==> config.mk <==
export PLATFORM = sky130hd
export DESIGN_NAME = soft_timer_bank_with_uptime_core
export DESIGN_NICKNAME = d
export VERILOG_FILES = /design/src/rtl/stb_pkg.sv /design/src/rtl/stb_front.sv /design/src/rtl/stb_queue.sv /design/src/rtl/stb_back.sv /design/src/rtl/soft_timer_bank_with_uptime_core.sv
export SDC_FILE = /design/constraint.sdc
export NUM_CORES = 2
export LEC_CHECK = 0
export BUFFER_PORTS_ARGS = -buffer_cell sky130_fd_sc_hd__buf_2
export CAP_MARGIN = 5
export CORE_ASPECT_RATIO = 0.9
export CORE_UTILIZATION = 24
export DETAILED_ROUTE_END_ITERATION = 6
export HOLD_SLACK_MARGIN = 0.15
export PLACE_DENSITY = 0.44
export SYNTH_ARGS = -nofsm -noshare
export SYNTH_HDL_FRONTEND = slang
export SYNTH_SLANG_ARGS = --single-unit
==> constraint.sdc <==
create_clock -name clk -period 13.21 [get_ports clk]
set_input_delay 2.642 -clock clk [delete_from_list [all_inputs] [get_ports clk]]
set_output_delay 2.642 -clock clk [all_outputs]
set_load 0.01 [all_outputs]
==> src/rtl/stb_pkg.sv <==
// Package of the soft timer bank: sizes, command and operation codes, payload structs.
// Used by every module of the block; depends on nothing.
package stb_pkg;

    localparam int TIMER_SLOTS = 8;
    localparam int COUNT_BITS  = 32;
    localparam int SLOT_W      = $clog2(TIMER_SLOTS);
    localparam int ACT_W       = 4;
    localparam int QUEUE_DEPTH = 2;
    localparam int QPTR_W      = $clog2(QUEUE_DEPTH);

    localparam logic [ACT_W-1:0]      LIVE_MAX    = ACT_W'(TIMER_SLOTS);
    localparam logic [SLOT_W-1:0]     LAST_SLOT   = SLOT_W'(TIMER_SLOTS - 1);
    localparam logic [30:0]           UPTIME_WRAP = 31'h7FFF_FFFF;
    localparam logic [COUNT_BITS-1:0] COUNT_ZERO  = '0;

    localparam logic [2:0] CMD_LOAD    = 3'd0;
    localparam logic [2:0] CMD_START   = 3'd1;
    localparam logic [2:0] CMD_STOP    = 3'd2;
    localparam logic [2:0] CMD_CHECK   = 3'd3;
    localparam logic [2:0] CMD_TICK    = 3'd4;
    localparam logic [2:0] CMD_ELAPSED = 3'd5;

    localparam logic [1:0] MODE_ONCE = 2'd0;
    localparam logic [1:0] MODE_AUTO = 2'd1;

    typedef enum logic [1:0] {
        RUN_STANDBY = 2'd0,
        RUN_ACTIVE  = 2'd1,
        RUN_STOPPED = 2'd2
    } run_t;

    typedef enum logic [2:0] {
        OP_LOAD,
        OP_START,
        OP_STOP,
        OP_CHECK,
        OP_TICK,
        OP_ELAPSED,
        OP_REJECT,
        OP_NONE
    } op_t;

    typedef enum logic [1:0] {
        BK_IDLE,
        BK_TICK,
        BK_FINISH
    } back_state_t;

    typedef struct packed {
        logic [2:0]  command;
        logic [2:0]  slot;
        logic [1:0]  timer_mode;
        logic [31:0] preload;
        logic [30:0] last_time;
    } req_t;

    typedef struct packed {
        logic        expired;
        logic [30:0] elapsed_ms;
        logic        slot_error;
    } rsp_t;

    typedef struct packed {
        op_t                   op;
        logic [SLOT_W-1:0]     slot;
        logic [1:0]            timer_mode;
        logic [COUNT_BITS-1:0] preload;
        logic [30:0]           last_time;
    } entry_t;

endpackage

==> src/rtl/stb_front.sv <==
// Front end of the soft timer bank: holds the active count and classifies each request.
// Depends on stb_pkg; feeds stb_queue.
module stb_front (
    input  logic                      clk,
    input  logic                      rst_n,
    input  logic                      req_valid,
    output logic                      req_stall,
    input  stb_pkg::req_t             req_data,
    input  logic                      cfg_write_en,
    input  logic [stb_pkg::ACT_W-1:0] cfg_write_data,
    input  logic                      queue_full,
    output logic                      push,
    output stb_pkg::entry_t           entry,
    output logic [stb_pkg::ACT_W-1:0] live_count
);

    logic [stb_pkg::ACT_W-1:0] active_count_reg;
    logic [stb_pkg::ACT_W-1:0] active_count_next;
    logic                      slot_bad;

    always_comb
    begin
        active_count_next = cfg_write_en ? cfg_write_data : active_count_reg;
    end

    always_ff @(posedge clk or negedge rst_n)
    begin
        if (!rst_n)
        begin
            active_count_reg <= stb_pkg::LIVE_MAX;
        end
        else
        begin
            active_count_reg <= active_count_next;
        end
    end

    always_comb
    begin
        live_count = (active_count_reg > stb_pkg::LIVE_MAX) ? stb_pkg::LIVE_MAX
                                                             : active_count_reg;
        slot_bad   = ({1'b0, req_data.slot} >= live_count);
    end

    always_comb
    begin
        entry.slot       = req_data.slot;
        entry.timer_mode = req_data.timer_mode;
        entry.preload    = req_data.preload[stb_pkg::COUNT_BITS-1:0];
        entry.last_time  = req_data.last_time;
        unique case (req_data.command)
            stb_pkg::CMD_LOAD:    entry.op = slot_bad ? stb_pkg::OP_REJECT : stb_pkg::OP_LOAD;
            stb_pkg::CMD_START:   entry.op = slot_bad ? stb_pkg::OP_REJECT : stb_pkg::OP_START;
            stb_pkg::CMD_STOP:    entry.op = slot_bad ? stb_pkg::OP_REJECT : stb_pkg::OP_STOP;
            stb_pkg::CMD_CHECK:   entry.op = slot_bad ? stb_pkg::OP_REJECT : stb_pkg::OP_CHECK;
            stb_pkg::CMD_TICK:    entry.op = stb_pkg::OP_TICK;
            stb_pkg::CMD_ELAPSED: entry.op = stb_pkg::OP_ELAPSED;
            default:              entry.op = stb_pkg::OP_NONE;
        endcase
    end

    assign req_stall = queue_full;
    assign push      = req_valid && !queue_full;

endmodule

==> src/rtl/stb_queue.sv <==
// Short queue of classified requests between the front and back ends of the timer bank.
// Depends on stb_pkg for the entry type and depth.
module stb_queue (
    input  logic            clk,
    input  logic            rst_n,
    input  logic            push,
    input  stb_pkg::entry_t push_entry,
    input  logic            pop,
    output logic            full,
    output logic            not_empty,
    output stb_pkg::entry_t head
);

    stb_pkg::entry_t               store_reg [stb_pkg::QUEUE_DEPTH];
    logic [stb_pkg::QPTR_W-1:0]    wr_ptr_reg;
    logic [stb_pkg::QPTR_W-1:0]    wr_ptr_next;
    logic [stb_pkg::QPTR_W-1:0]    rd_ptr_reg;
    logic [stb_pkg::QPTR_W-1:0]    rd_ptr_next;
    logic [stb_pkg::QPTR_W:0]      fill_reg;
    logic [stb_pkg::QPTR_W:0]      fill_next;

    localparam logic [stb_pkg::QPTR_W:0]   FILL_MAX = (stb_pkg::QPTR_W + 1)'(stb_pkg::QUEUE_DEPTH);
    localparam logic [stb_pkg::QPTR_W-1:0] PTR_LAST =
        stb_pkg::QPTR_W'(stb_pkg::QUEUE_DEPTH - 1);

    assign full      = (fill_reg == FILL_MAX);
    assign not_empty = (fill_reg != '0);
    assign head      = store_reg[rd_ptr_reg];

    always_comb
    begin
        wr_ptr_next = wr_ptr_reg;
        rd_ptr_next = rd_ptr_reg;
        fill_next   = fill_reg;
        if (push)
        begin
            wr_ptr_next = (wr_ptr_reg == PTR_LAST) ? '0 : wr_ptr_reg + 1'b1;
        end
        if (pop)
        begin
            rd_ptr_next = (rd_ptr_reg == PTR_LAST) ? '0 : rd_ptr_reg + 1'b1;
        end
        if (push && !pop)
        begin
            fill_next = fill_reg + 1'b1;
        end
        else if (pop && !push)
        begin
            fill_next = fill_reg - 1'b1;
        end
    end

    always_ff @(posedge clk or negedge rst_n)
    begin
        if (!rst_n)
        begin
            wr_ptr_reg <= '0;
            rd_ptr_reg <= '0;
            fill_reg   <= '0;
        end
        else
        begin
            wr_ptr_reg <= wr_ptr_next;
            rd_ptr_reg <= rd_ptr_next;
            fill_reg   <= fill_next;
        end
    end

    always_ff @(posedge clk)
    begin
        if (push)
        begin
            store_reg[wr_ptr_reg] <= push_entry;
        end
    end

endmodule

==> src/rtl/stb_back.sv <==
// Back end of the soft timer bank: slot state, tick sequencer, uptime and the response register.
// Depends on stb_pkg; takes entries from stb_queue.
module stb_back (
    input  logic                      clk,
    input  logic                      rst_n,
    input  logic                      q_valid,
    input  stb_pkg::entry_t           q_head,
    output logic                      pop,
    input  logic [stb_pkg::ACT_W-1:0] live_count,
    output logic                      rsp_valid,
    input  logic                      rsp_stall,
    output stb_pkg::rsp_t             rsp_data
);

    logic [stb_pkg::COUNT_BITS-1:0] count_reg  [stb_pkg::TIMER_SLOTS];
    logic [stb_pkg::COUNT_BITS-1:0] reload_reg [stb_pkg::TIMER_SLOTS];
    logic [1:0]                     mode_reg   [stb_pkg::TIMER_SLOTS];
    stb_pkg::run_t                  run_reg    [stb_pkg::TIMER_SLOTS];
    logic                           flag_reg   [stb_pkg::TIMER_SLOTS];
    logic [30:0]                    uptime_reg;
    logic [30:0]                    uptime_next;
    logic [stb_pkg::SLOT_W-1:0]     tick_k_reg;
    stb_pkg::back_state_t           state_reg;
    stb_pkg::back_state_t           state_next;
    logic                           rsp_valid_reg;
    logic                           rsp_valid_next;
    stb_pkg::rsp_t                  rsp_data_reg;

    logic                           out_free;
    logic                           exec_single;
    logic                           tick_step;
    logic                           tick_finish;
    stb_pkg::rsp_t                  single_rsp;
    logic [31:0]                    diff;
    logic [stb_pkg::COUNT_BITS-1:0] tick_dec;
    logic                           tick_hit;

    assign out_free = !rsp_valid_reg || !rsp_stall;

    always_comb
    begin
        state_next = state_reg;
        unique case (state_reg)
            stb_pkg::BK_IDLE:
            begin
                if (q_valid && q_head.op == stb_pkg::OP_TICK)
                begin
                    state_next = stb_pkg::BK_TICK;
                end
            end
            stb_pkg::BK_TICK:
            begin
                if (tick_k_reg == stb_pkg::LAST_SLOT)
                begin
                    state_next = stb_pkg::BK_FINISH;
                end
            end
            stb_pkg::BK_FINISH:
            begin
                if (out_free)
                begin
                    state_next = stb_pkg::BK_IDLE;
                end
            end
            default: state_next = stb_pkg::BK_IDLE;
        endcase
    end

    always_comb
    begin
        pop         = 1'b0;
        exec_single = 1'b0;
        tick_step   = 1'b0;
        tick_finish = 1'b0;
        unique case (state_reg)
            stb_pkg::BK_IDLE:
            begin
                if (q_valid && q_head.op == stb_pkg::OP_TICK)
                begin
                    pop = 1'b1;
                end
                else if (q_valid && out_free)
                begin
                    pop         = 1'b1;
                    exec_single = 1'b1;
                end
            end
            stb_pkg::BK_TICK:   tick_step   = 1'b1;
            stb_pkg::BK_FINISH: tick_finish = out_free;
            default:
            begin
                pop = 1'b0;
            end
        endcase
    end

    always_comb
    begin
        if (uptime_reg >= q_head.last_time)
        begin
            diff = {1'b0, uptime_reg} - {1'b0, q_head.last_time};
        end
        else
        begin
            diff = {1'b0, stb_pkg::UPTIME_WRAP} - {1'b0, q_head.last_time} + {1'b0, uptime_reg};
        end
        single_rsp = '0;
        unique case (q_head.op)
            stb_pkg::OP_CHECK:   single_rsp.expired    = flag_reg[q_head.slot];
            stb_pkg::OP_ELAPSED: single_rsp.elapsed_ms = diff[30:0];
            stb_pkg::OP_REJECT:  single_rsp.slot_error = 1'b1;
            default:             single_rsp = '0;
        endcase
    end

    always_comb
    begin
        tick_dec = count_reg[tick_k_reg] - 1'b1;
        tick_hit = ({1'b0, tick_k_reg} < live_count)
                   && (run_reg[tick_k_reg] == stb_pkg::RUN_ACTIVE)
                   && (count_reg[tick_k_reg] != stb_pkg::COUNT_ZERO);
        uptime_next = (uptime_reg + 1'b1 == stb_pkg::UPTIME_WRAP) ? '0 : uptime_reg + 1'b1;
    end

    always_comb
    begin
        if (exec_single || tick_finish)
        begin
            rsp_valid_next = 1'b1;
        end
        else if (!rsp_stall)
        begin
            rsp_valid_next = 1'b0;
        end
        else
        begin
            rsp_valid_next = rsp_valid_reg;
        end
    end

    always_ff @(posedge clk or negedge rst_n)
    begin
        if (!rst_n)
        begin
            state_reg     <= stb_pkg::BK_IDLE;
            tick_k_reg    <= '0;
            rsp_valid_reg <= 1'b0;
            uptime_reg    <= '0;
            for (int i = 0; i < stb_pkg::TIMER_SLOTS; i++)
            begin
                count_reg[i]  <= '0;
                reload_reg[i] <= '0;
                mode_reg[i]   <= stb_pkg::MODE_ONCE;
                run_reg[i]    <= stb_pkg::RUN_STANDBY;
                flag_reg[i]   <= 1'b0;
            end
        end
        else
        begin
            state_reg     <= state_next;
            rsp_valid_reg <= rsp_valid_next;
            if (tick_step)
            begin
                tick_k_reg <= tick_k_reg + 1'b1;
            end
            else
            begin
                tick_k_reg <= '0;
            end
            if (tick_finish)
            begin
                uptime_reg <= uptime_next;
            end
            if (exec_single)
            begin
                unique case (q_head.op)
                    stb_pkg::OP_LOAD:
                    begin
                        mode_reg[q_head.slot]   <= q_head.timer_mode;
                        reload_reg[q_head.slot] <= q_head.preload;
                        count_reg[q_head.slot]  <= q_head.preload;
                        run_reg[q_head.slot]    <= stb_pkg::RUN_STANDBY;
                        flag_reg[q_head.slot]   <= 1'b0;
                    end
                    stb_pkg::OP_START:
                    begin
                        run_reg[q_head.slot] <= stb_pkg::RUN_ACTIVE;
                    end
                    stb_pkg::OP_STOP:
                    begin
                        run_reg[q_head.slot]    <= stb_pkg::RUN_STOPPED;
                        flag_reg[q_head.slot]   <= 1'b0;
                        mode_reg[q_head.slot]   <= stb_pkg::MODE_ONCE;
                        count_reg[q_head.slot]  <= '0;
                        reload_reg[q_head.slot] <= '0;
                    end
                    stb_pkg::OP_CHECK:
                    begin
                        flag_reg[q_head.slot] <= 1'b0;
                    end
                    default:
                    begin
                        flag_reg[q_head.slot] <= flag_reg[q_head.slot];
                    end
                endcase
            end
            if (tick_step && tick_hit)
            begin
                if (tick_dec != stb_pkg::COUNT_ZERO)
                begin
                    count_reg[tick_k_reg] <= tick_dec;
                end
                else
                begin
                    flag_reg[tick_k_reg] <= 1'b1;
                    if (mode_reg[tick_k_reg] == stb_pkg::MODE_AUTO)
                    begin
                        count_reg[tick_k_reg] <= reload_reg[tick_k_reg];
                    end
                    else
                    begin
                        count_reg[tick_k_reg] <= tick_dec;
                    end
                    if (mode_reg[tick_k_reg] == stb_pkg::MODE_ONCE)
                    begin
                        run_reg[tick_k_reg] <= stb_pkg::RUN_STANDBY;
                    end
                end
            end
        end
    end

    always_ff @(posedge clk)
    begin
        if (exec_single)
        begin
            rsp_data_reg <= single_rsp;
        end
        else if (tick_finish)
        begin
            rsp_data_reg <= '0;
        end
    end

    assign rsp_valid = rsp_valid_reg;
    assign rsp_data  = rsp_data_reg;

endmodule

==> src/rtl/soft_timer_bank_with_uptime_core.sv <==
// Top level of the soft timer bank with uptime counter.
// Depends on stb_pkg, stb_front, stb_queue and stb_back.
//
//   channel    handshake               payload
//   request    req_valid / req_stall   req_data (stb_pkg::req_t)
//   response   rsp_valid / rsp_stall   rsp_data (stb_pkg::rsp_t)
//   config     cfg_write_en            cfg_write_data (active count)
//
// Load, start, stop, check and elapsed each execute once the output register is free.
// Tick is popped, then steps through every slot, then answers and advances the uptime.
// A request reaches the back end through a two-entry queue; the front stalls when it is full.
// Reset is asynchronous: all slot state and uptime clear; the active count goes to TIMER_SLOTS.
// A stalled response holds in its output register while the queue goes on filling.
module soft_timer_bank_with_uptime_core (
    input  logic                      clk,
    input  logic                      rst_n,
    input  logic                      req_valid,
    output logic                      req_stall,
    input  stb_pkg::req_t             req_data,
    output logic                      rsp_valid,
    input  logic                      rsp_stall,
    output stb_pkg::rsp_t             rsp_data,
    input  logic                      cfg_write_en,
    input  logic [stb_pkg::ACT_W-1:0] cfg_write_data
);

    logic                      push;
    logic                      pop;
    logic                      queue_full;
    logic                      queue_not_empty;
    stb_pkg::entry_t           push_entry;
    stb_pkg::entry_t           head_entry;
    logic [stb_pkg::ACT_W-1:0] live_count;

    stb_front u_front (
        .clk            (clk),
        .rst_n          (rst_n),
        .req_valid      (req_valid),
        .req_stall      (req_stall),
        .req_data       (req_data),
        .cfg_write_en   (cfg_write_en),
        .cfg_write_data (cfg_write_data),
        .queue_full     (queue_full),
        .push           (push),
        .entry          (push_entry),
        .live_count     (live_count)
    );

    stb_queue u_queue (
        .clk        (clk),
        .rst_n      (rst_n),
        .push       (push),
        .push_entry (push_entry),
        .pop        (pop),
        .full       (queue_full),
        .not_empty  (queue_not_empty),
        .head       (head_entry)
    );

    stb_back u_back (
        .clk        (clk),
        .rst_n      (rst_n),
        .q_valid    (queue_not_empty),
        .q_head     (head_entry),
        .pop        (pop),
        .live_count (live_count),
        .rsp_valid  (rsp_valid),
        .rsp_stall  (rsp_stall),
        .rsp_data   (rsp_data)
    );

endmodule

==> results.sh <==
export IMPL_fin_area_mm2=0.0451
export IMPL_cts_buffer_depth=3
export IMPL_max_slew_worst_pin_slew_ns=1.13
export IMPL_grt_antenna_before_repair=11
export IMPL_netlist_area_mm2=0.0391
export IMPL_synthTopCellsByCount="nand2_1 (746), dfrtp_1 (596), o21ai_0 (488)"
export IMPL_r2r_start="u_back.tick_k_reg[2]"
export IMPL_postCtsSetupBuffers=0
export IMPL_port_buffers=114
export IMPL_syn_inst=3897
export IMPL_routed_wl_um=153000
export IMPL_syn_area_per_cell_um2=10.0
export IMPL_overflow=0
export IMPL_leakage_nw=18.4
export IMPL_stdcell_count=6096
export IMPL_fp_row_count=140
export IMPL_max_freq_mhz=143
export IMPL_switching_power_mw=4.78
export IMPL_crit_type="reg -> reg"
export IMPL_synth_area_leaders="dfrtp_1 (38%), edfxtp_1 (13%), nand2_1 (7.2%), o21ai_0 (6.2%), o211ai_1 (3.6%)"
export IMPL_grt_util_all_layers_pct=18.4
export IMPL_viasPerCell=5.21
export IMPL_vdd_drop_max_mv=0.105
export IMPL_clkLatencyLatePin_ns=0.70
export IMPL_synth_top_cell_by_area="dfrtp_1"
export IMPL_p_per_area_mw_per_mm2=255
export IMPL_hold_viol=0
export IMPL_r2r_end="u_back.count_reg[233]"
export IMPL_post_route_drc_count=0
export IMPL_die_y_um=385
export IMPL_power_frac_seq_pct=35.1
export IMPL_dp_cells=5924
export IMPL_design_power_total_mw=11.5
export IMPL_r2r_cells=13
export IMPL_yosysWarnings=0
export IMPL_cts_root_buf="clkbuf_16"
export IMPL_nNetsFinal=4015
export IMPL_fin_ws_ns=6.22
export IMPL_gp_congestion=0.867
export IMPL_grt_pass1_vias=30863
export IMPL_final_max_slew_viol_count=0
export IMPL_clk_pin_slew_ns=0.06
export IMPL_synth_enable_flop_cells=175
export IMPL_grt_max_degree=144
export IMPL_coreArea_mm2=0.162
export IMPL_wl_per_cell_um=25.1
export IMPL_power_internal_mw=6.70
export IMPL_synthToLayoutAreaGrowth_pct=15.4
export IMPL_synth_nets=4024
export IMPL_drive_gt1_share_pct=13.1
export IMPL_drv_cap=0
export IMPL_cts_num_sinks=772
export IMPL_synth_top_cell_area_share_pct=38.2
export IMPL_yosys_cell_count_top_type="nand2_1"
export IMPL_min_path_type="reg -> reg"
export IMPL_start_util_pct=24.2
export IMPL_vias=31790
export IMPL_hold_path_cell_count=2
export IMPL_holdPathEnd="u_back.reload_reg[82]"
export IMPL_yosys_most_used_dff="dfrtp_1"
export IMPL_min_from="u_back.reload_reg[82]"
export IMPL_status="completed"
export IMPL_numCtsBuffers=92
export IMPL_synth_seq_cells=772
export IMPL_setup_viol=0
export IMPL_grt_pass1_wl_um=224000
export IMPL_finalCritPeriodShare_pct=52.9
export IMPL_place_ws_ns=6.33
export IMPL_synth_distinct_cells=83
export IMPL_fin_setup_tns_ns=0
export IMPL_swShare_pct=41.6
export IMPL_worst_ep_arrival_time_ns=7.56
export IMPL_clkPwrFrac_pct=22.6
export IMPL_post_cts_resized=0
export IMPL_p_comb_share_pct=42.2
export IMPL_dpl_cell_area_mm2=0.0421
export IMPL_die_area_mm2=0.164
export IMPL_pin_count=115
export IMPL_die_w_um=427
export IMPL_start_kind="register"
export IMPL_drt_iter0_drc=2673
export IMPL_max_slew_margin_pct=24.0
export IMPL_cts_tree="yes"
export IMPL_yosysSeqAreaShare_pct=51.7
export IMPL_cp_end_kind="register"
export IMPL_rsz0062_at_grt="false"
export IMPL_hold_buffers=0
export IMPL_dpl_hpwl_um=90900
export IMPL_synthArstFlopShare_pct=77.3
export IMPL_worstPathMaxFanout=45
export IMPL_post_route_min_period_ns=6.99
export IMPL_htreeDepth=3
export IMPL_rrSetupSlack_ns=6.22
export IMPL_diodes=0
export IMPL_nFillCells=16933
export IMPL_drt_pre_antenna_iters=6
export IMPL_crit_required_ns=13.78
export IMPL_ant_nets=0
export IMPL_fin_worst_skew_ns=0.0255
-- routing by layer --
metal	global-route usage, %	share of wire (%)
met1	26.6	47
met2	28.3	45
met3	2.50	5.9
met4	5.44	2.6
met5	0	0.0085
-- power by group through the flow --
stage                     Combinational [mW]  Clock [mW]  Sequential, mW
after floorplan                         3.32           0            3.82
after global placement                  4.78           0            4.05
after detailed placement                4.82           0            4.06
after CTS                               4.83        2.66            4.02
after global routing                    5.29        2.75            4.14
final                                   4.85        2.60            4.03
-- placed cells by master (no fill, tap or decap), types with 41 or more instances in the layout --
cell type,instances
nor2_1,153
a22oi_1,68
o211ai_1,187
nand2_1,722
a21oi_1,85
nor3_1,53
mux2i_1,119
edfxtp_1,175
mux4_2,58
o21ai_0,488
dfrtp_1,592
xnor2_1,41
o21a_1,187
buf_2,113
clkbuf_16,95
o21ai_1,65
buf_4,88
ha_1,45
-- metrics by stage --
step / utilization (%) / hold slack [ns]
2_1_floorplan: - / 0.444
3_3_place_gp: 26.0 / 0.457
3_5_place_dp: 26.0 / 0.464
4_1_cts: 27.9 / 0.478
5_1_grt: 27.9 / 0.498
6_report: 27.9 / 0.474
-- worst max-delay path by stage --
stage | startpoint | to | slack (ns) | depth (start not counted)
after CTS | u_back.tick_k_reg[2] | u_back.count_reg[233] | 6.30 | 13
after global placement | u_back.tick_k_reg[1] | u_back.count_reg[233] | 6.38 | 13
after global routing | u_back.tick_k_reg[2] | u_back.count_reg[233] | 5.98 | 13
after detailed placement | u_back.tick_k_reg[2] | u_back.count_reg[233] | 6.33 | 13
final | u_back.tick_k_reg[2] | u_back.count_reg[233] | 6.22 | 13
after floorplan | req_valid | u_queue.store_reg[0][0] | 7.01 | 2
-- worst max-delay path: stages, from the launching register on --
cell and delay (ns):
dfrtp_4 0.83, buf_4 0.77, buf_4 0.61, mux4_2 0.39, mux2i_1 0.51, nand3_1 0.30
nor4_1 0.65, nand3_1 0.17, xor2_1 0.30, nor4b_2 0.43, nand4_4 0.55, buf_4 0.54
mux2_2 0.44, mux2_2 0.29
-- cells by family after synthesis --
| kind of cell | after synthesis | synth area share, % |
|---|---|---|
| AOI/OAI and AO/OA | 1288 | 21.2 |
| xor gates and xnor gates | 67 | 1.50 |
| adders and majority gates | 47 | 1.54 |
| buffers and inverters | 343 | 3.51 |
| DFF | 772 | 51.7 |
| muxes | 220 | 7.68 |
| and+or+nand+nor | 1160 | 12.9 |
-- cell type report --
cell class	instances	area, µm²	area share [%]
sequential	772	20200	44.8
inverter	36	135	0.300
clock buffer	132	2650	5.87
clock inverter	40	399	0.885
multi-input combinational	2782	17800	39.4
tap	2130	2670	5.91
timing repair buffer	204	1280	2.84
(Power assumes the default switching activity.)
